File: config.mk
export PLATFORM = sky130hd
export DESIGN_NAME = gf128_multiply_power_inverse
export DESIGN_NICKNAME = d
export VERILOG_FILES = /design/src/gfmpi_pkg.sv /design/src/gfmpi_mul.sv /design/src/gf128_multiply_power_inverse.sv
export VERILOG_INCLUDE_DIRS = /design/src /design/src/src
export SDC_FILE = /design/constraint.sdc
export NUM_CORES = 2
export LEC_CHECK = 0
export BUFFER_PORTS_ARGS = -buffer_cell sky130_fd_sc_hd__clkbuf_2
export CAP_MARGIN = 0
export CORE_ASPECT_RATIO = 1.2
export CORE_UTILIZATION = 30
export DETAILED_ROUTE_END_ITERATION = 10
export GPL_TIMING_DRIVEN = 0
export PLACE_DENSITY_LB_ADDON = 0.05
export SYNTH_ARGS = -nofsm -noshare
export SYNTH_HDL_FRONTEND = slang
export SYNTH_HIERARCHICAL = 1
export SYNTH_SLANG_ARGS = --single-unit
File: constraint.sdc
create_clock -name clk -period 18.5 [get_ports clk]
set_input_delay 2.775 -clock clk [delete_from_list [all_inputs] [get_ports clk]]
set_output_delay 2.775 -clock clk [all_outputs]
set_load 0.02 [all_outputs]
File: src/gf128_multiply_power_inverse_defines.svh
// Assertion macros shared by the GF(2^128) arithmetic unit
`ifndef GF128_MULTIPLY_POWER_INVERSE_DEFINES_SVH
`define GF128_MULTIPLY_POWER_INVERSE_DEFINES_SVH

// Same-cycle implication, disabled while reset is asserted
`define GFMPI_ASSERT_IMPLY(lbl, ck, rn, ante, cons, msg) \
  lbl: assert property (@(posedge ck) disable iff (!(rn)) (ante) |-> (cons)) \
    else $error(msg);

// Next-cycle implication, disabled while reset is asserted
`define GFMPI_ASSERT_NEXT(lbl, ck, rn, ante, cons, msg) \
  lbl: assert property (@(posedge ck) disable iff (!(rn)) (ante) |=> (cons)) \
    else $error(msg);

`endif

File: src/gfmpi_pkg.sv
// Shared types and constants of the GF(2^128) arithmetic unit
`timescale 1ns / 1ps

package gfmpi_pkg;

  // Field element width and bits of b consumed per multiplier cycle
  localparam int ELEM_W     = 128;
  localparam int DIGIT_W    = 16;
  localparam int NUM_DIGITS = ELEM_W / DIGIT_W;

  // Default exponent width and squarings needed for an inverse
  localparam int EXP_BITS_DEF = 32;
  localparam int INV_ITERS    = 127;

  // Multiplicative identity
  localparam logic [ELEM_W-1:0] ELEM_ONE = ELEM_W'(1);

  // Operation codes
  typedef enum logic [1:0] {
    OP_MUL = 2'd0,
    OP_POW = 2'd1,
    OP_INV = 2'd2
  } op_t;

  // Status of the shared multiplier
  typedef struct packed {
    logic busy;
    logic done;
  } mul_stat_t;

endpackage

File: src/gfmpi_mul.sv
// Digit-serial GF(2^128) multiplier, modulo x^128 + x^7 + x^2 + x + 1
`timescale 1ns / 1ps
`include "gf128_multiply_power_inverse_defines.svh"

module gfmpi_mul (
  input  logic                               clk,
  input  logic                               rst_n,
  input  logic                               start,
  input  logic [gfmpi_pkg::ELEM_W-1:0]       op_a,
  input  logic [gfmpi_pkg::ELEM_W-1:0]       op_b,
  output gfmpi_pkg::mul_stat_t               stat,
  output logic [gfmpi_pkg::ELEM_W-1:0]       res
);

  localparam int EW    = gfmpi_pkg::ELEM_W;
  localparam int DW    = gfmpi_pkg::DIGIT_W;
  localparam int CNT_W = $clog2(gfmpi_pkg::NUM_DIGITS);

  logic [EW-1:0]    a_r, a_nxt;
  logic [EW-1:0]    b_r, b_nxt;
  logic [EW-1:0]    acc_r, acc_nxt;
  logic [CNT_W-1:0] cnt_r, cnt_nxt;
  logic             busy_r, busy_nxt;
  logic             done_r, done_nxt;

  logic [DW-1:0]    digit;
  logic [EW+DW-1:0] prod;
  logic [EW+DW-1:0] wide;
  logic [DW-1:0]    ovf;
  logic [EW-1:0]    ovf_ext;
  logic [EW-1:0]    step;

  // Carry-less product of a with the top digit of b
  always_comb begin
    digit = b_r[EW-1 -: DW];
    prod  = '0;
    for (int j = 0; j < DW; j++) begin
      if (digit[j]) begin
        prod = prod ^ ({{DW{1'b0}}, a_r} << j);
      end
    end
  end

  // Shift accumulator one digit, add product, fold overflow with x^7+x^2+x+1
  always_comb begin
    wide    = {acc_r, {DW{1'b0}}} ^ prod;
    ovf     = wide[EW+DW-1 -: DW];
    ovf_ext = EW'(ovf);
    step    = wide[EW-1:0] ^ ovf_ext ^ (ovf_ext << 1) ^ (ovf_ext << 2) ^ (ovf_ext << 7);
  end

  // Sequence the digits
  always_comb begin
    a_nxt    = a_r;
    b_nxt    = b_r;
    acc_nxt  = acc_r;
    cnt_nxt  = cnt_r;
    busy_nxt = busy_r;
    done_nxt = 1'b0;
    if (start) begin
      a_nxt    = op_a;
      b_nxt    = op_b;
      acc_nxt  = '0;
      cnt_nxt  = '0;
      busy_nxt = 1'b1;
    end else if (busy_r) begin
      acc_nxt = step;
      b_nxt   = b_r << DW;
      cnt_nxt = cnt_r + CNT_W'(1);
      if (cnt_r == CNT_W'(gfmpi_pkg::NUM_DIGITS - 1)) begin
        busy_nxt = 1'b0;
        done_nxt = 1'b1;
      end
    end
  end

  // Control registers
  always_ff @(posedge clk) begin
    if (!rst_n) begin
      busy_r <= 1'b0;
      done_r <= 1'b0;
      cnt_r  <= '0;
    end else begin
      busy_r <= busy_nxt;
      done_r <= done_nxt;
      cnt_r  <= cnt_nxt;
    end
  end

  // Operand and accumulator registers
  always_ff @(posedge clk) begin
    a_r   <= a_nxt;
    b_r   <= b_nxt;
    acc_r <= acc_nxt;
  end

  assign stat.busy = busy_r;
  assign stat.done = done_r;
  assign res       = acc_r;

  `GFMPI_ASSERT_IMPLY(a_no_restart, clk, rst_n, start, !busy_r, "multiplier restarted while busy")
  `GFMPI_ASSERT_NEXT(a_done_ends_run, clk, rst_n, done_r && !start, !busy_r && !done_r, "multiplier done not a single pulse")

endmodule

File: src/gf128_multiply_power_inverse.sv
// Top level: GF(2^128) multiply, power and inverse over one shared multiplier
//
//   channel | direction | handshake            | payload
//   --------+-----------+----------------------+-------------------------------------
//   in_     | input     | in_valid / in_stall  | op, a_lo, a_hi, b_lo, b_hi, exponent
//   out_    | output    | out_valid / out_stall| res_lo, res_hi
//
// Every field product goes through one digit-serial multiplier, 16 bits of b per
// cycle. Multiply is one product; power is one squaring per exponent bit plus one
// multiply per set bit (EXP_BITS bits); inverse is 254 products. An unused op
// returns zero without using the multiplier.
// Reset is synchronous and active low; it clears the control registers of the sequencer and multiplier only.
// One transaction is in flight at a time; in_stall stays high until the result
// transaction is taken, and out_stall holds the result in place.
`timescale 1ns / 1ps
`include "gf128_multiply_power_inverse_defines.svh"

module gf128_multiply_power_inverse #(
  parameter int EXP_BITS = gfmpi_pkg::EXP_BITS_DEF
) (
  input  logic        clk,
  input  logic        rst_n,
  input  logic        in_valid,
  output logic        in_stall,
  input  logic [1:0]  in_op,
  input  logic [63:0] in_a_lo,
  input  logic [63:0] in_a_hi,
  input  logic [63:0] in_b_lo,
  input  logic [63:0] in_b_hi,
  input  logic [31:0] in_exponent,
  output logic        out_valid,
  input  logic        out_stall,
  output logic [63:0] out_res_lo,
  output logic [63:0] out_res_hi
);

  localparam int EW     = gfmpi_pkg::ELEM_W;
  localparam int MAX_IT = (EXP_BITS > gfmpi_pkg::INV_ITERS) ? EXP_BITS : gfmpi_pkg::INV_ITERS;
  localparam int CNT_W  = $clog2(MAX_IT + 1);

  typedef enum logic [3:0] {
    S_IDLE  = 4'b0001,
    S_ISSUE = 4'b0010,
    S_WAIT  = 4'b0100,
    S_OUT   = 4'b1000
  } state_t;

  state_t              state_r, state_nxt;
  logic [CNT_W-1:0]    cnt_r, cnt_nxt;
  logic                mu_phase_r, mu_phase_nxt;
  logic [1:0]          op_r, op_nxt;
  logic [EW-1:0]       a_r, a_nxt;
  logic [EW-1:0]       b_r, b_nxt;
  logic [EW-1:0]       x_r, x_nxt;
  logic [EXP_BITS-1:0] e_r, e_nxt;
  logic                iter_end;

  logic                 mul_start;
  logic [EW-1:0]        mul_a;
  logic [EW-1:0]        mul_b;
  logic [EW-1:0]        mul_res;
  gfmpi_pkg::mul_stat_t mul_stat;

  // Pick multiplier operands; for inverse b_r holds the running square
  always_comb begin
    case (op_r)
      gfmpi_pkg::OP_MUL: begin
        mul_a = a_r;
        mul_b = b_r;
      end
      gfmpi_pkg::OP_INV: begin
        mul_a = mu_phase_r ? x_r : b_r;
        mul_b = b_r;
      end
      default: begin
        mul_a = x_r;
        mul_b = mu_phase_r ? a_r : x_r;
      end
    endcase
  end

  gfmpi_mul u_mul (
    .clk   (clk),
    .rst_n (rst_n),
    .start (mul_start),
    .op_a  (mul_a),
    .op_b  (mul_b),
    .stat  (mul_stat),
    .res   (mul_res)
  );

  // Sequencer: per iteration square, then multiply (power: only on a set exponent bit); multiply op is one product
  always_comb begin
    state_nxt    = state_r;
    cnt_nxt      = cnt_r;
    mu_phase_nxt = mu_phase_r;
    op_nxt       = op_r;
    a_nxt        = a_r;
    b_nxt        = b_r;
    x_nxt        = x_r;
    e_nxt        = e_r;
    mul_start    = 1'b0;
    iter_end     = 1'b0;
    unique case (state_r)
      S_IDLE: begin
        if (in_valid) begin
          op_nxt       = in_op;
          a_nxt        = {in_a_hi, in_a_lo};
          b_nxt        = (in_op == gfmpi_pkg::OP_INV) ? {in_a_hi, in_a_lo} : {in_b_hi, in_b_lo};
          e_nxt        = EXP_BITS'(in_exponent);
          mu_phase_nxt = 1'b0;
          x_nxt        = gfmpi_pkg::ELEM_ONE;
          state_nxt    = S_ISSUE;
          case (in_op)
            gfmpi_pkg::OP_POW: cnt_nxt = CNT_W'(EXP_BITS);
            gfmpi_pkg::OP_INV: cnt_nxt = CNT_W'(gfmpi_pkg::INV_ITERS);
            gfmpi_pkg::OP_MUL: cnt_nxt = CNT_W'(1);
            default: begin
              cnt_nxt   = CNT_W'(1);
              x_nxt     = '0;
              state_nxt = S_OUT;
            end
          endcase
        end
      end
      S_ISSUE: begin
        mul_start = 1'b1;
        state_nxt = S_WAIT;
      end
      S_WAIT: begin
        if (mul_stat.done) begin
          case (op_r)
            gfmpi_pkg::OP_MUL: begin
              x_nxt     = mul_res;
              state_nxt = S_OUT;
            end
            gfmpi_pkg::OP_POW: begin
              x_nxt = mul_res;
              if (!mu_phase_r && e_r[EXP_BITS-1]) begin
                mu_phase_nxt = 1'b1;
                state_nxt    = S_ISSUE;
              end else begin
                iter_end = 1'b1;
              end
            end
            gfmpi_pkg::OP_INV: begin
              if (!mu_phase_r) begin
                b_nxt        = mul_res;
                mu_phase_nxt = 1'b1;
                state_nxt    = S_ISSUE;
              end else begin
                x_nxt    = mul_res;
                iter_end = 1'b1;
              end
            end
            default: state_nxt = S_OUT;
          endcase
          // Advance to the next exponent bit or iteration, or finish
          if (iter_end) begin
            e_nxt        = e_r << 1;
            cnt_nxt      = cnt_r - CNT_W'(1);
            mu_phase_nxt = 1'b0;
            state_nxt    = (cnt_r == CNT_W'(1)) ? S_OUT : S_ISSUE;
          end
        end
      end
      S_OUT: begin
        if (!out_stall) begin
          state_nxt = S_IDLE;
        end
      end
      default: state_nxt = S_IDLE;
    endcase
  end

  // Control registers
  always_ff @(posedge clk) begin
    if (!rst_n) begin
      state_r    <= S_IDLE;
      cnt_r      <= '0;
      mu_phase_r <= 1'b0;
    end else begin
      state_r    <= state_nxt;
      cnt_r      <= cnt_nxt;
      mu_phase_r <= mu_phase_nxt;
    end
  end

  // Operand and result registers
  always_ff @(posedge clk) begin
    op_r <= op_nxt;
    a_r  <= a_nxt;
    b_r  <= b_nxt;
    x_r  <= x_nxt;
    e_r  <= e_nxt;
  end

  assign in_stall   = (state_r != S_IDLE);
  assign out_valid  = (state_r == S_OUT);
  assign out_res_lo = x_r[63:0];
  assign out_res_hi = x_r[EW-1:64];

  `GFMPI_ASSERT_IMPLY(a_done_in_wait, clk, rst_n, mul_stat.done, state_r == S_WAIT, "multiplier finished outside the wait state")
  `GFMPI_ASSERT_NEXT(a_issue_starts, clk, rst_n, state_r == S_ISSUE, mul_stat.busy, "issued product did not start")
  `GFMPI_ASSERT_IMPLY(a_cnt_live, clk, rst_n, state_r == S_ISSUE || state_r == S_WAIT, cnt_r != '0, "iteration count ran out while working")

endmodule

-- After elaboration in Yosys (flattened, before gate mapping)
Cells that the tools add are included.
W data, S select, Z words.
- flip-flop bits (word level): 819
- word-level logic and storage cells: 146
- output and inout bits: 130
- input port bits: 294
- equality and inequality tests: 22
- bitwise operators: 22
- add/sub/neg operators: 2
- reductions and logical operators: 17
- mux-type cells: 69
- operators with widths (cell ; count):
    $mux W144 ; 15
    $mux W128 ; 14
    $pmux W128 S2 ; 4
    $xor A144 B129 Y144 ; 1
    $xor A144 B130 Y144 ; 1
    $xor A144 B131 Y144 ; 1
    $xor A144 B132 Y144 ; 1
    $xor A144 B133 Y144 ; 1
    $xor A144 B134 Y144 ; 1
    $xor A144 B135 Y144 ; 1
    $xor A144 B136 Y144 ; 1
    $xor A144 B137 Y144 ; 1
    $xor A144 B138 Y144 ; 1
    $xor A144 B139 Y144 ; 1
    $xor A144 B140 Y144 ; 1
    $xor A144 B141 Y144 ; 1
    $xor A144 B142 Y144 ; 1
    $xor A144 B143 Y144 ; 1
    $xor A144 B144 Y144 ; 1
    $xor A128 B16 Y128 ; 1
    $xor A128 B17 Y128 ; 1
    $xor A128 B18 Y128 ; 1
    $xor A128 B23 Y128 ; 1
    $mux W32 ; 3
    35 further kinds ; 76

-- Longest topological paths before layout
- depth in word-level cells: 36
- gate-level depth with buffers: 12

-- By module
Netlist, hierarchy kept.
- by module, submodules not included (module ; area each (um^2) ; times used ; cells an instance):
    gfmpi_mul ; 41711.3 ; 1 ; 5437
    gf128_multiply_power_inverse ; 23326.1 ; 1 ; 2071

-- Worst setup path before layout
Ideal clock, no wire load.
- kind: register -> register
- start point: register state_r[0]
- end point: register u_mul.b_r[0], enable pin
- slack: 1682 ps
- required time: 18067 ps
- library setup time: 433 ps
- arrival time: 16385 ps
- stages on the path, launching flop included: 7
- cell sequence: dfxtp_1 -> clkbuf_1 -> nor4b_1 -> clkbuf_1 -> clkbuf_1 -> clkbuf_1 -> or2_2
- cells in the longest elaborated chain, start to end: 3
- RTL lines (item ; RTL line ; text):
    from (decl) ; gf128_multiply_power_inverse.sv:48 ; state_t state_r, state_nxt;
    from (signal assigned) ; gf128_multiply_power_inverse.sv:183 ; state_r <= state_nxt;
    $eq A4 B2 Y1 ; gf128_multiply_power_inverse.sv:104 ; unique case (state_r)
    $mux W1 ; gf128_multiply_power_inverse.sv:104 ;
    named net mul_start ; gf128_multiply_power_inverse.sv:58 ; logic mul_start;
    $reduce_bool A2 Y1 (no source line) ; n/a ;
    to (signal assigned) ; gfmpi_mul.sv:93 ; b_r <= b_nxt;
    to (decl) ; gfmpi_mul.sv:20 ; logic [EW-1:0] b_r, b_nxt;
The timed path passes the listed nets, and every way through them passes these cells.
A chain may end at the register's enable or synchronous reset.

-- Worst setup path in the final report
- start point: register u_mul.b_r[122]
- end point: register u_mul.acc_r[19], in the netlist u_mul/res[19]
- cells in the longest elaborated chain, start to end: 16
- RTL lines (item ; RTL line ; text):
    $mux W144 * ; gfmpi_mul.sv:38 ; if (digit[j]) begin
    $xor A144 B139 Y144 ; gfmpi_mul.sv:39 ; prod = prod ^ ({{DW{1'b0}}, a_r} << j);
    $mux W144 * ; gfmpi_mul.sv:38 ;
    $xor A144 B140 Y144 ; gfmpi_mul.sv:39 ;
    $mux W144 * ; gfmpi_mul.sv:38 ;
    $xor A144 B141 Y144 ; gfmpi_mul.sv:39 ;
    $mux W144 * ; gfmpi_mul.sv:38 ;
    $xor A144 B142 Y144 ; gfmpi_mul.sv:39 ;
    $mux W144 * ; gfmpi_mul.sv:38 ;
    $xor A144 B143 Y144 ; gfmpi_mul.sv:39 ;
    $mux W144 * ; gfmpi_mul.sv:38 ;
    $xor A144 B144 Y144 * ; gfmpi_mul.sv:46 ; wide = {acc_r, {DW{1'b0}}} ^ prod;
    $xor A128 B16 Y128 ; gfmpi_mul.sv:49 ; step = wide[EW-1:0] ^ ovf_ext ^ (ovf_ext << 1) ^ (ovf_ext << 2) ^ (ovf_ext << 7);
    $xor A128 B17 Y128 ; gfmpi_mul.sv:49 ;
    $xor A128 B18 Y128 ; gfmpi_mul.sv:49 ;
    $xor A128 B23 Y128 * ; gfmpi_mul.sv:49 ;
    to (signal assigned) ; gfmpi_mul.sv:94 ; acc_r <= acc_nxt;
    to (decl) ; gfmpi_mul.sv:21 ; logic [EW-1:0] acc_r, acc_nxt;
Every way passes the cells marked *; elsewhere a longest branch is shown, timed or not.

==> results.ini <==
[critical_path]
worstPathRequired_ns = 19.17
worstSetupPathType = flop to flop
cp.arrival_ns = 6.48
reg2reg_from = u_mul/b_r[122]
cp-startpoint = u_mul/b_r[122]
start_kind = flop
path_max_fanout = 10
end_kind = flop

[synth]
syn-cell-area_um2 = 65000
yosysWarnings = 6
synth_cells = 7507
syn_nets = 7811
syn_area_per_cell_um2 = 8.66

[sta]
fin_crit_sh_pct = 31.4
tightest_slew_ns = 1.62
skew_ns = 0.100
whs_ns = 0.488
finalMaxSlewViolations = 153
maxSlewHeadroom_pct = -8.18
rsz0062_at_grt = false
setup_tns_ns = 0
setup_viol = 0
timing.fmax_mhz = 172
finalHoldViolations = 0
min_period_ns = 5.81

[power]
p_leak_nw = 27.3
peakVddDrop_uv = 105
cellPowerDensity_nw_per_um2 = 179

[grt]
antenna_found_initial = 26
grt_util_all_layers_pct = 34.3
grt-ovfl-total = 0
grt_pass1_wl_um = 507000
grt_pass1_vias = 56100
grt_max_degree = 62

[floorplan]
dieArea_um2 = 219000
rows = 186
fp.coreArea_um2 = 215000
dieHeight_um = 512
start_util_pct = 30.3
die_w_um = 427
boundaryPins = 424

[run_status]
status = finished, violations left
violations = max-capacitance violations, max-slew violations

[drt]
wl_per_cell_um = 35.1
wl_um = 386000
vias = 57700
drc = 0
dr.pass1.iters = 8
drt_iter0_drc = 6591
final_antenna_net_count = 0
via_per_inst = 5.25

[clock_network]
clk_pin_slew_ns = 0.06
postCtsResizedCells = 0
cts_root_buf = clkbuf_16
htree_levels = 3
ctsHoldBuffers = 0
cts_tree = yes
cts_buffers = 99
clock_sinks = 819
post-cts-setup-buffers = 0
cts_buffer_depth = 3
clkLatencyLatePin_ns = 0.80

[finish]
final_nets = 8382
fillCellCount = 22600
final_cell_mix = nand2_1 (2404), xnor2_1 (1551), edfxtp_1 (674)
seq_area_um2 = 23100
multi_input_area_um2 = 39200
drive_gt1_share_pct = 12.1
syn_to_final_growth_pct = 15.0
mostFrequentLayoutCell = nand2_1

[hold_path]
worstHoldStart = cnt_r[5]
min_path_type = flop to flop

[run]
drv_cap = 14

[place]
place.gp.congestion = 0.993
dp_hpwl_um = 295000
port_buffers = 423

report_power, final:
part | switching [W] | total, W | internal (W)
clock | 0.000889 | 0.00205 | 0.00116
combinational | 0.00496 | 0.00792 | 0.00296
sequential | 0.000762 | 0.00345 | 0.00269
critical path: stages, from the launching register on:
cell and delay [ns]:
edfxtp_1 0.45, buf_2 0.38, buf_2 0.61, buf_2 0.65
buf_1 1.20, clkbuf_1 1.01, nand2_1 0.16, xnor2_1 0.46
xnor2_1 0.14, xnor2_1 0.38, mux2i_1 0.14, nor2_1 0.10
per-stage QoR:
step                      util, %  setup slack, ns  instances  total power (W)  cell area (um2)
after floorplan                 -             1.68       7507          0.00804            65000
after CTS                    34.8            13.01      11000           0.0133            74700
after global routing         34.8            12.97      11000           0.0138            74800
final                        34.8            12.69      11000           0.0134            74800
after global placement       32.9           -13.23      10800           0.0113            70700
after detailed placement     33.3            12.63      10800           0.0112            71400
worst paths after layout:
kind                                      end  slack [ns]  cells after the start
worst max-delay path            u_mul/res[19]       12.69                     11
worst min-delay path                 cnt_r[5]        0.49                      2
worst max register to register  u_mul/res[19]       12.69                     11
worst min register to register       cnt_r[5]        0.49                      2
routing by layer:
metal	GRT usage, %	wire (um)
met5	0	23
met4	25.3	33800
met3	5.50	26600
met2	55.0	176000
met1	41.3	149000
cell type report:
| type | instances | share of cell area, % |
|---|---|---|
| Timing Repair Buffer | 470 | 3.77 |
| Antenna cell | 16 | 0.0535 |
| Buffer | 688 | 3.68 |
| Inverter | 11 | 0.0552 |
| Clock inverter | 50 | 0.825 |
| Multi-Input combinational cell | 5989 | 52.3 |
| Clock buffer | 133 | 3.60 |
| Sequential cell | 819 | 30.9 |
| Tap cell | 2820 | 4.72 |
state kept, by name, indices dropped and copies added, names as in the netlist:
register,flops
op_r,2
u_mul/done_r,1
a_r,128
u_mul/a_r,128
u_mul/cnt_r,3
cnt_r,7
u_mul/res,128
u_mul/busy_r,1
e_r,32
state_r,4
mu_phase_r,1
u_mul/b_r,128
x_r,128
b_r,128
Note: power is estimated with default switching activity, not from simulation.
